<file path="src/rtl/arpe_pkg.sv">
package arpe_pkg;

  // frame kind codes on the result channel
  typedef enum logic [1:0] {
    KIND_ARP   = 2'd0,
    KIND_ICMP  = 2'd1,
    KIND_OTHER = 2'd2
  } kind_t;

  // front sequencer states
  typedef enum logic [1:0] {
    ST_RUN,
    ST_SETTLE,
    ST_FLUSH
  } fstate_t;

  // configuration register select (paddr bit 3)
  localparam logic REG_OWN_MAC = 1'b0;
  localparam logic REG_OWN_IP  = 1'b1;

  localparam logic [15:0] ETH_TYPE_ARP  = 16'h0806;
  localparam logic [15:0] ETH_TYPE_IPV4 = 16'h0800;
  localparam logic [7:0]  IP_PROTO_ICMP = 8'h01;
  localparam logic [7:0]  IP_VER_IHL    = 8'h45;
  localparam logic [7:0]  IP_TTL        = 8'h40;
  localparam logic [15:0] IP_W0         = 16'h4500;
  localparam logic [15:0] IP_TTL_PROTO  = 16'h4001;
  localparam logic [15:0] ETH_HDR_LEN   = 16'd14;

  localparam int FIFO_DEPTH = 4;
  localparam int FIFO_AW    = $clog2(FIFO_DEPTH);

  // header fields captured from the frame in flight
  typedef struct packed {
    logic [47:0] src_mac;
    logic [47:0] snd_mac;
    logic [31:0] snd_ip;
    logic [31:0] src_ip;
    logic [15:0] type_word;
    logic [7:0]  proto;
    logic [31:0] icmp_words;
    logic [11:0] held_len;
  } caps_t;

  // one result beat
  typedef struct packed {
    logic [7:0] data;
    logic       last;
    kind_t      kind;
  } beat_t;

  function automatic kind_t kind_of(caps_t c);
    kind_t k;
    k = KIND_OTHER;
    if (c.type_word == ETH_TYPE_ARP) k = KIND_ARP;
    else if (c.type_word == ETH_TYPE_IPV4 && c.proto == IP_PROTO_ICMP) k = KIND_ICMP;
    return k;
  endfunction

  function automatic logic [7:0] byte48(logic [47:0] v, logic [2:0] k);
    return v[8*k +: 8];
  endfunction

  function automatic logic [7:0] byte32(logic [31:0] v, logic [1:0] k);
    return v[8*k +: 8];
  endfunction

  function automatic logic [7:0] arp_head(logic [2:0] i);
    logic [7:0] b;
    unique case (i)
      3'd1:    b = 8'h01;
      3'd2:    b = 8'h08;
      3'd4:    b = 8'h06;
      3'd5:    b = 8'h04;
      3'd7:    b = 8'h02;
      default: b = 8'h00;
    endcase
    return b;
  endfunction

  // ip header checksum, ones-complement sum seeded with all ones
  function automatic logic [15:0] ip_csum(logic [11:0] held, logic [31:0] own_ip,
                                          logic [31:0] src_ip);
    logic [15:0] len;
    logic [18:0] s;
    logic [16:0] t;
    logic [15:0] r;
    len = {4'b0, held} - ETH_HDR_LEN;
    s = 19'h0FFFF + {3'b0, IP_W0} + {3'b0, len} + {3'b0, IP_TTL_PROTO}
      + {3'b0, own_ip[31:16]} + {3'b0, own_ip[15:0]}
      + {3'b0, src_ip[31:16]} + {3'b0, src_ip[15:0]};
    t = {1'b0, s[15:0]} + {14'b0, s[18:16]};
    r = t[15:0] + {15'b0, t[16]};
    return ~r;
  endfunction

  // icmp checksum update from the old type/code word and the old checksum
  function automatic logic [15:0] icmp_csum(logic [31:0] w);
    logic [16:0] t;
    logic [15:0] s;
    t = {1'b0, ~w[15:0]} + {1'b0, ~w[31:16]};
    if (t > 17'h0FFFF) s = t[15:0] + 16'd1;
    else s = t[15:0];
    return ~s;
  endfunction

endpackage

</file>
<file path="src/rtl/arpe_in_if.sv">
interface arpe_in_if;
  logic        valid;
  logic        ready;
  logic [7:0]  data_byte;
  logic [11:0] frame_length;
  logic        last_in;

  modport source (output valid, data_byte, frame_length, last_in, input ready);
  modport sink (input valid, data_byte, frame_length, last_in, output ready);
endinterface

</file>
<file path="src/rtl/arpe_out_if.sv">
interface arpe_out_if;
  logic       valid;
  logic       ready;
  logic [7:0] out_byte;
  logic       out_last;
  logic [1:0] frame_kind;

  modport source (output valid, out_byte, out_last, frame_kind, input ready);
  modport sink (input valid, out_byte, out_last, frame_kind, output ready);
endinterface

</file>
<file path="src/rtl/arpe_rewrite.sv">
module arpe_rewrite
  import arpe_pkg::*;
#(
  parameter int POS_W = 12
) (
  input  logic [POS_W-1:0] pos,
  input  logic [7:0]       data,
  input  logic [47:0]      own_mac,
  input  logic [31:0]      own_ip,
  input  caps_t            caps,
  input  logic [15:0]      csum_ip,
  output logic [7:0]       data_out
);

  logic [5:0]  p6;
  logic        hdr;
  kind_t       kind;
  logic [15:0] len;
  logic [15:0] csum_icmp;

  assign p6        = pos[5:0];
  assign hdr       = (pos < POS_W'(42));
  assign kind      = kind_of(caps);
  assign len       = {4'b0, caps.held_len} - ETH_HDR_LEN;
  assign csum_icmp = icmp_csum(caps.icmp_words);

  // per-position byte substitution over the first 42 bytes
  always_comb begin
    data_out = data;
    if (hdr) begin
      priority if (p6 < 6'd6) begin
        data_out = byte48(caps.src_mac, 3'(6'd5 - p6));
      end else if (p6 < 6'd12) begin
        data_out = byte48(own_mac, 3'(6'd11 - p6));
      end else if (p6 < 6'd14) begin
        data_out = data;
      end else if (kind == KIND_ARP) begin
        priority if (p6 < 6'd22) data_out = arp_head(3'(p6 - 6'd14));
        else if (p6 < 6'd28) data_out = byte48(own_mac, 3'(6'd27 - p6));
        else if (p6 < 6'd32) data_out = byte32(own_ip, 2'(6'd31 - p6));
        else if (p6 < 6'd38) data_out = byte48(caps.snd_mac, 3'(6'd37 - p6));
        else data_out = byte32(caps.snd_ip, 2'(6'd41 - p6));
      end else if (kind == KIND_ICMP) begin
        priority if (p6 == 6'd14) data_out = IP_VER_IHL;
        else if (p6 == 6'd16) data_out = len[15:8];
        else if (p6 == 6'd17) data_out = len[7:0];
        else if (p6 == 6'd22) data_out = IP_TTL;
        else if (p6 == 6'd23) data_out = IP_PROTO_ICMP;
        else if (p6 == 6'd24) data_out = csum_ip[15:8];
        else if (p6 == 6'd25) data_out = csum_ip[7:0];
        else if (p6 == 6'd36) data_out = csum_icmp[15:8];
        else if (p6 == 6'd37) data_out = csum_icmp[7:0];
        else if (p6 == 6'd15 || (p6 >= 6'd18 && p6 < 6'd22) || p6 == 6'd34 || p6 == 6'd35)
          data_out = 8'h00;
        else if (p6 >= 6'd26 && p6 < 6'd30) data_out = byte32(own_ip, 2'(6'd29 - p6));
        else if (p6 >= 6'd30 && p6 < 6'd34) data_out = byte32(caps.src_ip, 2'(6'd33 - p6));
        else data_out = data;
      end else begin
        data_out = data;
      end
    end
  end

endmodule

</file>
<file path="src/rtl/arpe_front.sv">
module arpe_front
  import arpe_pkg::*;
#(
  parameter int MAX_FRAME = 2048,
  parameter int LAG       = 10
) (
  input  logic        clk,
  input  logic        rst_n,
  arpe_in_if.sink     in_ch,
  input  logic [47:0] own_mac,
  input  logic [31:0] own_ip,
  input  logic        fifo_full,
  output logic        push,
  output beat_t       push_beat
);

  localparam int POS_W  = $clog2(MAX_FRAME + 1);
  localparam int FILL_W = $clog2(LAG + 1);
  localparam int IDX_W  = $clog2(LAG);

  fstate_t           state_r, state_nxt;
  logic [POS_W-1:0]  pos_r, pos_nxt;
  logic [POS_W-1:0]  fpos_r, fpos_nxt;
  logic [FILL_W-1:0] fcnt_r, fcnt_nxt;
  logic [7:0]        dl_r [LAG];
  logic [7:0]        dl_nxt [LAG];
  logic [7:0]        dl_shift [LAG];
  caps_t             caps_r, caps_nxt, caps_in;
  logic [15:0]       csum_r;
  logic              acc;
  logic              full_line;
  logic [FILL_W-1:0] fill, fill_after;
  logic [5:0]        p6;
  logic              lo;
  logic [7:0]        b;
  logic [POS_W-1:0]  rw_pos;
  caps_t             rw_caps;
  logic [7:0]        rw_byte;

  assign in_ch.ready = (state_r == ST_RUN) && !fifo_full;
  assign acc         = in_ch.valid && in_ch.ready;
  assign b           = in_ch.data_byte;
  assign full_line   = (pos_r >= POS_W'(LAG));
  assign fill        = full_line ? FILL_W'(LAG) : FILL_W'(pos_r);
  assign fill_after  = full_line ? FILL_W'(LAG) : fill + FILL_W'(1);
  assign p6          = pos_r[5:0];
  assign lo          = (pos_r < POS_W'(64));

  // header capture for the incoming byte
  always_comb begin
    caps_in = caps_r;
    if (pos_r == '0) begin
      caps_in = '0;
      caps_in.held_len = in_ch.frame_length;
    end
    caps_nxt = caps_in;
    if (lo) begin
      if (p6 >= 6'd6 && p6 < 6'd12) caps_nxt.src_mac = {caps_in.src_mac[39:0], b};
      if (p6 == 6'd12 || p6 == 6'd13) caps_nxt.type_word = {caps_in.type_word[7:0], b};
      if (p6 == 6'd23) caps_nxt.proto = b;
      if (p6 >= 6'd22 && p6 < 6'd28) caps_nxt.snd_mac = {caps_in.snd_mac[39:0], b};
      if (p6 >= 6'd28 && p6 < 6'd32) caps_nxt.snd_ip = {caps_in.snd_ip[23:0], b};
      if (p6 >= 6'd26 && p6 < 6'd30) caps_nxt.src_ip = {caps_in.src_ip[23:0], b};
      if (p6 >= 6'd34 && p6 < 6'd38) caps_nxt.icmp_words = {caps_in.icmp_words[23:0], b};
    end
  end

  // delay line: fill in order, then shift one byte per beat
  always_comb begin
    for (int i = 0; i < LAG - 1; i++) dl_shift[i] = dl_r[i+1];
    dl_shift[LAG-1] = 8'h00;
    dl_nxt = dl_r;
    if (full_line) begin
      for (int i = 0; i < LAG - 1; i++) dl_nxt[i] = dl_r[i+1];
      dl_nxt[LAG-1] = b;
    end else begin
      dl_nxt[fill[IDX_W-1:0]] = b;
    end
  end

  // rewrite source: live byte stream in run, held frame while flushing
  assign rw_pos  = (state_r == ST_RUN) ? pos_r - POS_W'(LAG) : fpos_r;
  assign rw_caps = (state_r == ST_RUN) ? caps_nxt : caps_r;

  arpe_rewrite #(
    .POS_W(POS_W)
  ) u_rewrite (
    .pos      (rw_pos),
    .data     (dl_r[0]),
    .own_mac  (own_mac),
    .own_ip   (own_ip),
    .caps     (rw_caps),
    .csum_ip  (csum_r),
    .data_out (rw_byte)
  );

  // sequencer next state and outputs
  always_comb begin
    state_nxt = state_r;
    pos_nxt   = pos_r;
    fpos_nxt  = fpos_r;
    fcnt_nxt  = fcnt_r;
    push      = 1'b0;
    push_beat.data = rw_byte;
    push_beat.last = 1'b0;
    push_beat.kind = KIND_ARP;
    unique case (state_r)
      ST_RUN: begin
        if (acc) begin
          push = full_line;
          if (in_ch.last_in) begin
            state_nxt = ST_SETTLE;
            pos_nxt   = '0;
            fcnt_nxt  = fill_after;
            fpos_nxt  = pos_r + POS_W'(1) - POS_W'(fill_after);
          end else if (pos_r < POS_W'(MAX_FRAME)) begin
            pos_nxt = pos_r + POS_W'(1);
          end
        end
      end
      ST_SETTLE: begin
        state_nxt = ST_FLUSH;
      end
      ST_FLUSH: begin
        if (!fifo_full) begin
          push     = 1'b1;
          fcnt_nxt = fcnt_r - FILL_W'(1);
          fpos_nxt = fpos_r + POS_W'(1);
          if (fcnt_r == FILL_W'(1)) begin
            push_beat.last = 1'b1;
            push_beat.kind = kind_of(caps_r);
            state_nxt      = ST_RUN;
          end
        end
      end
      default: state_nxt = ST_RUN;
    endcase
  end

  always_ff @(posedge clk) begin
    if (!rst_n) begin
      state_r <= ST_RUN;
      pos_r   <= '0;
      fcnt_r  <= '0;
      caps_r  <= '0;
    end else begin
      state_r <= state_nxt;
      pos_r   <= pos_nxt;
      fcnt_r  <= fcnt_nxt;
      if (acc) caps_r <= caps_nxt;
    end
  end

  // payload registers
  always_ff @(posedge clk) begin
    fpos_r <= fpos_nxt;
    csum_r <= ip_csum(caps_r.held_len, own_ip, caps_r.src_ip);
    if (acc) dl_r <= dl_nxt;
    else if (state_r == ST_FLUSH && !fifo_full) dl_r <= dl_shift;
  end

endmodule

</file>
<file path="src/rtl/arpe_fifo.sv">
module arpe_fifo
  import arpe_pkg::*;
(
  input  logic       clk,
  input  logic       rst_n,
  input  logic       push,
  input  beat_t      push_beat,
  output logic       full,
  arpe_out_if.source out_ch
);

  beat_t              mem_r [FIFO_DEPTH];
  logic [FIFO_AW-1:0] wr_r, rd_r;
  logic [FIFO_AW:0]   cnt_r, cnt_nxt;
  logic               pop;
  beat_t              head;

  assign full   = (cnt_r == (FIFO_AW+1)'(FIFO_DEPTH));
  assign pop    = out_ch.valid && out_ch.ready;
  assign head   = mem_r[rd_r];

  assign out_ch.valid      = (cnt_r != '0);
  assign out_ch.out_byte   = head.data;
  assign out_ch.out_last   = head.last;
  assign out_ch.frame_kind = head.kind;

  always_comb begin
    cnt_nxt = cnt_r;
    if (push && !pop) cnt_nxt = cnt_r + (FIFO_AW+1)'(1);
    else if (pop && !push) cnt_nxt = cnt_r - (FIFO_AW+1)'(1);
  end

  // pointers and fill level
  always_ff @(posedge clk) begin
    if (!rst_n) begin
      wr_r  <= '0;
      rd_r  <= '0;
      cnt_r <= '0;
    end else begin
      cnt_r <= cnt_nxt;
      if (push) wr_r <= wr_r + FIFO_AW'(1);
      if (pop) rd_r <= rd_r + FIFO_AW'(1);
    end
  end

  // beat storage
  always_ff @(posedge clk) begin
    if (push) mem_r[wr_r] <= push_beat;
  end

endmodule

</file>
<file path="src/rtl/arp_icmp_echo_responder_core.sv">
// channel  dir  beat contents
// in_ch    in   data_byte, frame_length, last_in
// out_ch   out  out_byte, out_last, frame_kind
// cfg_*    in   apb writes/reads of own_mac (0x0) and own_ip (0x8)
//
// one input byte per cycle while a frame streams and the queue is not full; each reply
// byte leaves LAG bytes later. after the closing byte come a checksum settle state, then
// the held delay line draining one byte a cycle while not full; in_ch.ready stays low
// a 4-beat queue parts the front from out_ch, so output stalls back up into in_ch.ready
// rst_n is synchronous, active low; no clearing pass
module arp_icmp_echo_responder_core
  import arpe_pkg::*;
#(
  parameter int MAX_FRAME = 2048,
  parameter int LAG       = 10
) (
  input  logic        clk,
  input  logic        rst_n,
  arpe_in_if.sink     in_ch,
  arpe_out_if.source  out_ch,
  input  logic        cfg_psel,
  input  logic        cfg_penable,
  input  logic        cfg_pwrite,
  input  logic [3:0]  cfg_paddr,
  input  logic [63:0] cfg_pwdata,
  output logic [63:0] cfg_prdata,
  output logic        cfg_pready
);

  logic [47:0] own_mac_r;
  logic [31:0] own_ip_r;
  logic        wr_en;
  logic        fifo_full;
  logic        push;
  beat_t       push_beat;

  assign cfg_pready = 1'b1;
  assign wr_en      = cfg_psel && cfg_penable && cfg_pwrite && cfg_pready;

  // configuration registers
  always_ff @(posedge clk) begin
    if (!rst_n) begin
      own_mac_r <= '0;
      own_ip_r  <= '0;
    end else if (wr_en) begin
      unique case (cfg_paddr[3])
        REG_OWN_MAC: own_mac_r <= cfg_pwdata[47:0];
        REG_OWN_IP:  own_ip_r  <= cfg_pwdata[31:0];
        default:     own_ip_r  <= own_ip_r;
      endcase
    end
  end

  // read back
  always_comb begin
    unique case (cfg_paddr[3])
      REG_OWN_MAC: cfg_prdata = {16'b0, own_mac_r};
      REG_OWN_IP:  cfg_prdata = {32'b0, own_ip_r};
      default:     cfg_prdata = '0;
    endcase
  end

  arpe_front #(
    .MAX_FRAME(MAX_FRAME),
    .LAG      (LAG)
  ) u_front (
    .clk       (clk),
    .rst_n     (rst_n),
    .in_ch     (in_ch),
    .own_mac   (own_mac_r),
    .own_ip    (own_ip_r),
    .fifo_full (fifo_full),
    .push      (push),
    .push_beat (push_beat)
  );

  arpe_fifo u_fifo (
    .clk       (clk),
    .rst_n     (rst_n),
    .push      (push),
    .push_beat (push_beat),
    .full      (fifo_full),
    .out_ch    (out_ch)
  );

endmodule

</file>
<file path="src/flat_wrapper.sv">
// flat-port wrapper written by rule: the top's interface ports become plain ports
module arp_icmp_echo_responder_core_flat import arpe_pkg::*;
#(
  parameter int MAX_FRAME = 2048,
  parameter int LAG       = 10
)
  (clk, rst_n, cfg_psel, cfg_penable, cfg_pwrite, cfg_paddr, cfg_pwdata, cfg_prdata, cfg_pready, in_ch_valid, in_ch_data_byte, in_ch_frame_length, in_ch_last_in, in_ch_ready, out_ch_valid, out_ch_out_byte, out_ch_out_last, out_ch_frame_kind, out_ch_ready);
  arpe_in_if in_ch_i ();
  arpe_out_if out_ch_i ();
  input  logic clk;
  input  logic rst_n;
  input  logic cfg_psel;
  input  logic cfg_penable;
  input  logic cfg_pwrite;
  input  logic [3:0] cfg_paddr;
  input  logic [63:0] cfg_pwdata;
  output logic [63:0] cfg_prdata;
  output logic cfg_pready;
  input wire logic [$bits(in_ch_i.valid)-1:0] in_ch_valid;
  input wire logic [$bits(in_ch_i.data_byte)-1:0] in_ch_data_byte;
  input wire logic [$bits(in_ch_i.frame_length)-1:0] in_ch_frame_length;
  input wire logic [$bits(in_ch_i.last_in)-1:0] in_ch_last_in;
  output wire logic [$bits(in_ch_i.ready)-1:0] in_ch_ready;
  output wire logic [$bits(out_ch_i.valid)-1:0] out_ch_valid;
  output wire logic [$bits(out_ch_i.out_byte)-1:0] out_ch_out_byte;
  output wire logic [$bits(out_ch_i.out_last)-1:0] out_ch_out_last;
  output wire logic [$bits(out_ch_i.frame_kind)-1:0] out_ch_frame_kind;
  input wire logic [$bits(out_ch_i.ready)-1:0] out_ch_ready;
  assign in_ch_i.valid = in_ch_valid;
  assign in_ch_i.data_byte = in_ch_data_byte;
  assign in_ch_i.frame_length = in_ch_frame_length;
  assign in_ch_i.last_in = in_ch_last_in;
  assign in_ch_ready = in_ch_i.ready;
  assign out_ch_valid = out_ch_i.valid;
  assign out_ch_out_byte = out_ch_i.out_byte;
  assign out_ch_out_last = out_ch_i.out_last;
  assign out_ch_frame_kind = out_ch_i.frame_kind;
  assign out_ch_i.ready = out_ch_ready;
  arp_icmp_echo_responder_core #(.MAX_FRAME(MAX_FRAME), .LAG(LAG)) u_core (.clk(clk), .rst_n(rst_n), .in_ch(in_ch_i), .out_ch(out_ch_i), .cfg_psel(cfg_psel), .cfg_penable(cfg_penable), .cfg_pwrite(cfg_pwrite), .cfg_paddr(cfg_paddr), .cfg_pwdata(cfg_pwdata), .cfg_prdata(cfg_prdata), .cfg_pready(cfg_pready));
endmodule
</file>
<file path="config.mk">
export PLATFORM = sky130hd
export DESIGN_NAME = arp_icmp_echo_responder_core_flat
export DESIGN_NICKNAME = d
export VERILOG_FILES = /design/src/rtl/arpe_pkg.sv /design/src/rtl/arpe_in_if.sv /design/src/rtl/arpe_out_if.sv /design/src/rtl/arpe_rewrite.sv /design/src/rtl/arpe_front.sv /design/src/rtl/arpe_fifo.sv /design/src/rtl/arp_icmp_echo_responder_core.sv /design/src/flat_wrapper.sv
export SDC_FILE = /design/constraint.sdc
export NUM_CORES = 2
export LEC_CHECK = 0
export ABC_AREA = 0
export BUFFER_PORTS_ARGS = -buffer_cell sky130_fd_sc_hd__buf_2
export CAP_MARGIN = 20
export CORE_MARGIN = 8
export CORE_UTILIZATION = 50
export CTS_CLUSTER_SIZE = 12
export DETAILED_ROUTE_END_ITERATION = 16
export GPL_ROUTABILITY_DRIVEN = 0
export PLACE_DENSITY = 0.67
export SYNTH_ARGS = -nofsm -noshare
export SYNTH_HDL_FRONTEND = slang
export SYNTH_SLANG_ARGS = --single-unit
</file>
<file path="constraint.sdc">
create_clock -name clk -period 10.3 [get_ports clk]
set_input_delay 1.545 -clock clk [delete_from_list [all_inputs] [get_ports clk]]
set_output_delay 1.545 -clock clk [all_outputs]
set_load 0.01 [all_outputs]
</file>
### Yosys cells after proc, flatten, opt, wreduce, memory -nomap -nowiden

Memory sizes are Yosys's and may differ from the RTL's. A register that Yosys moved wholly into a read port is not among the register bits.
Cells that the tools add are included.

| operators by class | value |
|---|---|
| add/subtract/negate cells | 31 |
| eq/ne operators | 35 |
| bitwise gates (word level) | 6 |
| reductions and logical operators | 39 |
| order comparisons | 29 |
| shift operators | 8 |
| multiplexer cells | 75 |

Operator list:

| cell | count |
|---|---|
| 228-bit two-way mux | 2 |
| 80-bit two-way mux | 3 |
| 216-bit two-way mux | 1 |
| 8-bit two-way mux | 24 |
| 48-bit by 7-bit indexed part select with 8-bit output | 4 |
| 64-bit case mux with 2 select lines | 1 |
| 32-bit by 6-bit indexed part select with 8-bit output | 4 |
| 32-bit two-way mux | 3 |
| 48-bit two-way mux | 2 |
| 80-bit bitwise mux | 1 |
| 19-bit by 16-bit adder with 19-bit output | 4 |
| 12-bit two-way mux | 6 |
| 16-bit by 12-bit == test with 1-bit output (second input constant) | 4 |
| 16-bit inverter | 4 |
| 6-bit by 5-bit == test with 1-bit output (second input constant) | 7 |
| 6-bit by 5-bit greater-or-equal comparator with 1-bit output (second input constant) | 6 |
| 8-bit demux with 4-bit select | 1 |
| 16-bit two-way mux | 2 |
| 6-bit by 5-bit less-than comparator with 1-bit output (second input constant) | 5 |
| 6-bit less-than comparator (second input constant) | 5 |
| 12-bit by 4-bit subtractor with 13-bit output (second input constant) | 2 |
| 12-bit by 1-bit adder with 12-bit output (second input constant) | 2 |
| 6-bit by 4-bit == test with 1-bit output (second input constant) | 4 |
| 6-bit == test (second input constant) | 4 |
| 58 further kinds | 122 |

| word-level totals | value |
|---|---|
| memories kept | 1 |
| register bits | 441 |
| output and inout bits | 78 |
| RAM bits | 44 |

Memories:

| memory | depth | width | rd ports | clocked after Yosys merged registers in | wr ports | line | source |
|---|---|---|---|---|---|---|---|
| u_core.u_fifo.mem_r | 4 | 11 | 1 | 1 | 1 | arpe_fifo.sv:12 | `beat_t mem_r [FIFO_DEPTH];` |

### Depth between registers and ports, before layout

| depth | value |
|---|---|
| depth in word-level cells | 25 |
| mapped depth | 35 |
| mapped depth without buffers | 33 |

### Hierarchy

From an unflattened synthesis, not the netlist that was laid out.

| second synthesis, totals | value |
|---|---|
| cell total of the unflattened synthesis | 3418 |
| area total of the unflattened synthesis | 31407.6 µm² |

By module, submodules not included:

| module | seq. area each (µm²) | cells an instance | instances | area an instance (µm²) |
|---|---|---|---|---|
| arpe_front | 8007.7 | 2156 | 1 | 20012.9 |
| arpe_rewrite | 0.0 | 777 | 1 | 5683.0 |
| arp_icmp_echo_responder_core | 1601.5 | 385 | 1 | 3622.2 |
| arpe_fifo | 1501.4 | 100 | 1 | 2089.5 |

### Worst setup path before layout

OpenSTA, ideal clock, no wires.

| path | value |
|---|---|
| kind | register to register |
| start point | register u_core.u_front.caps_r[4] (netlist name) |
| end point | register u_core.u_front.csum_r[15] |
| stages on the path, launching flop included | 33 |
| required time | 10.171 ns |
| path buffers | 2 |
| setup slack | 2.903 ns |
| data arrival time | 7.268 ns |
| path through | dfxtp_1 clkbuf_1 or3_1 a21oi_1 nor3b_1 xnor2_1 fa_1 inv_1 fa_1 fa_1 ha_1 a21oi_1 nand2_1 a21oi_1 o21bai_1 and2_1 o31ai_1 a21boi_0 nor3_1 nor2_1 ha_1 fa_1 a21o_1 and2_1 clkbuf_1 nand2_1 nand2_1 nor3b_1 nor4bb_1 nand4_1 nor4b_1 o21ai_0 xor2_1 |

| on the way | value |
|---|---|
| cells in the longest elaborated chain, start to end | 10 |

Ends and longest elaborated chain:

| what | line | source |
|---|---|---|
| start: declaration | arpe_front.sv:28 | `caps_t caps_r, caps_nxt, caps_in;` |
| start signal: assignment | arpe_front.sv:150 | `if (acc) caps_r <= caps_nxt;` |
| 12-bit by 4-bit subtractor with 13-bit output | arpe_pkg.sv:88 | `len = {4'b0, held} - ETH_HDR_LEN;` |
| 17-bit by 16-bit adder with 18-bit output | arpe_pkg.sv:89 | `s = 19'h0FFFF + {3'b0, IP_W0} + {3'b0, len} + {3'b0, IP_TTL_PROTO}` |
| 18-bit by 15-bit adder with 19-bit output | arpe_pkg.sv:89 |  |
| 19-bit by 16-bit adder with 19-bit output (2 in a row) | arpe_pkg.sv:90 | `+ {3'b0, own_ip[31:16]} + {3'b0, own_ip[15:0]}` |
| 19-bit by 16-bit adder with 19-bit output (2 in a row) | arpe_pkg.sv:91 | `+ {3'b0, src_ip[31:16]} + {3'b0, src_ip[15:0]};` |
| 16-bit by 3-bit adder with 17-bit output | arpe_pkg.sv:92 | `t = {1'b0, s[15:0]} + {14'b0, s[18:16]};` |
| 16-bit by 1-bit adder with 16-bit output | arpe_pkg.sv:93 | `r = t[15:0] + {15'b0, t[16]};` |
| 16-bit inverter | arpe_pkg.sv:94 | `return ~r;` |
| end signal: assignment | arpe_front.sv:157 | `csum_r <= ip_csum(caps_r.held_len, own_ip, caps_r.src_ip);` |
| end: declaration | arpe_front.sv:29 | `logic [15:0] csum_r;` |

No other way between the ends.
A chain may end at the register's enable or synchronous reset.

### Final worst setup path

Same ends and word-level chain as after synthesis.

==> impl_metrics.csv <==
group,metric,value,unit
drt,drt-vias-per-instance,6.46,
place,dp_slack,2.06,ns
power,ir_drop,0.132,mV
clock_network,clock_latency,0.62,ns
timing,clock_skew,0.0371,ns
yosys,synth_flop_cell,"dfxtp_1",
critical_path,r2r_slack,1.88,ns
clock_network,cts_resized,0,
drt,wl_met2,41900,um
critical_path,path_class,"flop to flop",
min_path,min_from,"u_core.u_front.caps_r[38]$_SDFFE_PN0P_",
global_routing,grt_max_degree,202,
die,ios,174,
power,finalPower,5.95,mW
yosys,postSynth.asyncResetShare,0,
yosys,synth_compound_area_frac,0.255,
die,die_h,263,um
clock_network,postCtsHoldBufs,0,
clock_network,cts_buffers,53,
critical_path,critPathSlowestCell,"nor4bb_1",
timing,worst_pin_slew,1.16,ns
global_routing,grt_pass1_wl,149000,um
power,comb_power_share,0.292,
power,seq_power_share,0.386,
die,dieArea,69200,sq um
timing,period_minus_slack,8.42,ns
critical_path,r2r-end,"u_core.u_front.csum_r[15]$_DFF_P_",
clock_network,ctsLongestPathBuffers,3,
critical_path,slowest_delay,0.66,ns
drt,drt-initial-drc-count,3446,
global_routing,grt.overflow.total,0,
min_path,hold_depth,2,
power,p_switching,2.05,mW
timing,final_max_slew_viol_count,0,
yosys,synth_mux_area_frac,0.0411,
layout,syn2layout_area_growth,10.0,%
min_path,holdPathEnd,"u_core.u_front.caps_r[38]$_SDFFE_PN0P_",
drt,first_pass_iters,9,
timing,relSlewSlack,0.227,
die,start_util,0.506,
drt,routed_wl,96200,um
global_routing,first_global_vias,25925,
layout,nets,3678,
yosys,synthXorXnorAreaFrac,0.0290,
critical_path,required,10.77,ns
yosys,netlist_instances,3459,
yosys,synth_top_family_by_area,"compound AO/OA/AOI/OAI gates",
yosys,syn_area,30500,sq um
clock_network,cts_root_buf,"clkbuf_16",
critical_path,start_kind,"flop",
drt,drt-met1-wl,40500,um
layout,stdcell_count,4277,
drt,drtAntennaViolNets,0,
yosys,yosysWarnings,0,
yosys,yosys.area_share.simple,0.192,
timing,hold_viol,0,
clock_network,clk_pin_slew,0.06,ns
status,status,"complete, no violations",
critical_path,critical_path.max_fanout,7,
die,die_x,263,um
die,core-area,60400,sq um
global_routing,antenna_found_initial,2,
clock_network,cts_tree,"yes",
critical_path,rr_worst_depth,30,
place,placed_area,31600,sq um
power,internal_power,3.90,mW
yosys,ys_types,100,
timing,rsz0062_at_grt,"false",
clock_network,cts_sinks,487,
yosys,synth_edf_count,136,
layout,fin_area,33600,sq um
layout,fillers,5383,
job,maxCapViolations,0,
critical_path,cp-end-kind,"flop",
power,leakagePower,12.0,nW
global_routing,grt_use_total,0.262,
layout,layout-drive-gt1-share,0.114,
clock_network,htreeDepth,2,
place,post-place-cells,4165,
timing,setup_tns,0,ns
power,netSwitchingFraction,0.345,
timing,timing.final.ws_setup,1.88,ns
yosys,ys_seq_area_frac,0.364,
drt,top_layer,"met5",
critical_path,crit_top_cell,"fa_1",
drt,num_vias,27631,
timing,period_share,0.817,
yosys,ys_ff_latch,487,
critical_path,regToRegStartpoint,"u_core.u_front.caps_r[4]$_SDFFE_PN0P_",
place,io_buffer_count,137,
clock_network,cts_setup_buffers,0,
min_path,hold_class,"flop to flop",
critical_path,arrival,8.89,ns
power,p_clk_frac,0.322,
die,num_rows,90,
timing,setup_viol,0,
drt,wl_met3,9430,um
power,power_density,177,nW/um^2
place,hpwlAfterDp,67700,um
timing,timing.fmax,119,MHz
yosys,synthAdderAreaFrac,0.0669,
drt,route.detailed.drc,0,
yosys,syn_avg_cell_area,8.83,sq um
drt,wire_per_inst,22.5,um
per-stage QoR:
stage          utilization  hold slack, ns
6_report             0.557           0.464
5_1_grt              0.557           0.496
4_1_cts              0.553           0.474
3_5_place_dp         0.524           0.467
3_3_place_gp         0.523           0.450
2_1_floorplan            -           0.438
final cells by class:
cell class                 instances  area, sq um  area share
timing repair buffer             204         1330      0.0396
sequential                       487        11100       0.331
inverter                         106          398      0.0118
multi-input combinational       2598        18000       0.536
clock inverter                    19          201     0.00600
tap                              782          978      0.0291
clock buffer                      80         1560      0.0464
antenna                            1         2.50   0.0000745
layer usage:
layer	vias up	global-route usage
li1	12644	-
met1	13290	0.353
met2	1410	0.402
met3	285	0.0618
met4	2	0.110
met5	-	0
sequential cells by signal (all words and copies together), names as in the netlist, named ones only:
signal,cells
u_core.u_fifo.wr_r,2
u_core.own_ip_r,32
u_core.u_front.caps_r,228
u_core.u_fifo.mem_r,44
u_core.u_front.fcnt_r,4
u_core.u_fifo.cnt_r,3
u_core.u_front.pos_r,12
u_core.u_front.fpos_r,12
u_core.own_mac_r,48
u_core.u_front.csum_r,16
u_core.u_fifo.rd_r,2
u_core.u_front.state_r,2
u_core.u_front.dl_r,80
cell usage after synthesis (22+ instances only):
| library cell | n | share of area |
|---|---|---|
| edfxtp_1 | 136 | 0.13 |
| a21oi_1 | 118 | 0.019 |
| inv_1 | 104 | 0.013 |
| nor2_1 | 163 | 0.020 |
| a221oi_1 | 42 | 0.012 |
| xor2_1 | 39 | 0.011 |
| mux2i_1 | 40 | 0.013 |
| nand2_1 | 462 | 0.057 |
| nor2b_1 | 228 | 0.047 |
| o211ai_1 | 24 | 0.0059 |
| dfxtp_1 | 351 | 0.23 |
| nand4_1 | 25 | 0.0051 |
| a211oi_1 | 24 | 0.0059 |
| and3_1 | 23 | 0.0047 |
| nor3_1 | 61 | 0.010 |
| clkbuf_1 | 214 | 0.026 |
| mux2_2 | 38 | 0.014 |
| a22o_1 | 76 | 0.022 |
| a21boi_0 | 169 | 0.042 |
| a31oi_1 | 26 | 0.0053 |
| buf_2 | 37 | 0.0061 |
| ha_1 | 80 | 0.033 |
| and2_1 | 24 | 0.0049 |
| a22oi_1 | 283 | 0.070 |
| nand3_1 | 62 | 0.010 |
| nor4_1 | 22 | 0.0045 |
| fa_1 | 52 | 0.034 |
| o21ai_0 | 91 | 0.015 |
| o22ai_1 | 50 | 0.010 |
| xnor2_1 | 62 | 0.018 |
worst max path at each step:
stage,cells past startpoint,to,startpoint
3_3_place_gp,30,u_core.u_front.csum_r[15]$_DFF_P_,u_core.u_front.caps_r[4]$_SDFFE_PN0P_
2_1_floorplan,32,u_core.u_front.csum_r[15]$_DFF_P_,u_core.u_front.caps_r[4]$_SDFFE_PN0P_
6_report,30,u_core.u_front.csum_r[15]$_DFF_P_,u_core.u_front.caps_r[4]$_SDFFE_PN0P_
3_5_place_dp,30,u_core.u_front.csum_r[15]$_DFF_P_,u_core.u_front.caps_r[4]$_SDFFE_PN0P_
5_1_grt,30,u_core.u_front.csum_r[15]$_DFF_P_,u_core.u_front.caps_r[4]$_SDFFE_PN0P_
4_1_cts,30,u_core.u_front.csum_r[15]$_DFF_P_,u_core.u_front.caps_r[4]$_SDFFE_PN0P_
layout by cell type (no fill, tap or decap), types with 50 or more instances in the layout:
| cell type | count |
|---|---|
| a21oi_1 | 118 |
| ha_1 | 80 |
| nand2_1 | 460 |
| inv_1 | 104 |
| o21ai_0 | 87 |
| nand3_1 | 62 |
| o22ai_1 | 50 |
| nor2b_1 | 228 |
| buf_2 | 136 |
| clkbuf_16 | 54 |
| a22oi_1 | 283 |
| xnor2_1 | 62 |
| fa_1 | 52 |
| dfxtp_1 | 351 |
| nor3_1 | 58 |
| buf_4 | 56 |
| edfxtp_1 | 136 |
| a21boi_0 | 169 |
| a22o_1 | 76 |
| nor2_1 | 159 |
critical path: cells and delay by family (launching register included):
family / cells / cell delay (ns)
adders and majority gates: 6 / 2.53
DFF: 1 / 0.38
AOI/OAI and AO/OA: 8 / 1.75
buffers and inverters: 1 / 0.08
and+or+nand+nor: 13 / 3.21
xor gates and xnor gates: 2 / 0.33
logic make-up after synthesis:
| group | Yosys count |
|---|---|
| DFF | 487 |
| muxes | 97 |
| buffers and inverters | 390 |
| other | 2 |
| xor gates and xnor gates | 101 |
| and+or+nand+nor | 1178 |
| adders and majority gates | 132 |
| AOI/OAI and AO/OA | 1072 |
power groups by stage:
| stage | Sequential, mW | Clock (mW) | Combinational, mW |
|---|---|---|---|
| 2_1_floorplan | 2.25 | 0 | 1.23 |
| 3_3_place_gp | 2.33 | 0 | 1.63 |
| 3_5_place_dp | 2.33 | 0 | 1.68 |
| 4_1_cts | 2.29 | 1.95 | 1.69 |
| 5_1_grt | 2.30 | 2.02 | 1.88 |
| 6_report | 2.30 | 1.92 | 1.74 |
No activity file was read; power rests on OpenSTA's default activity.
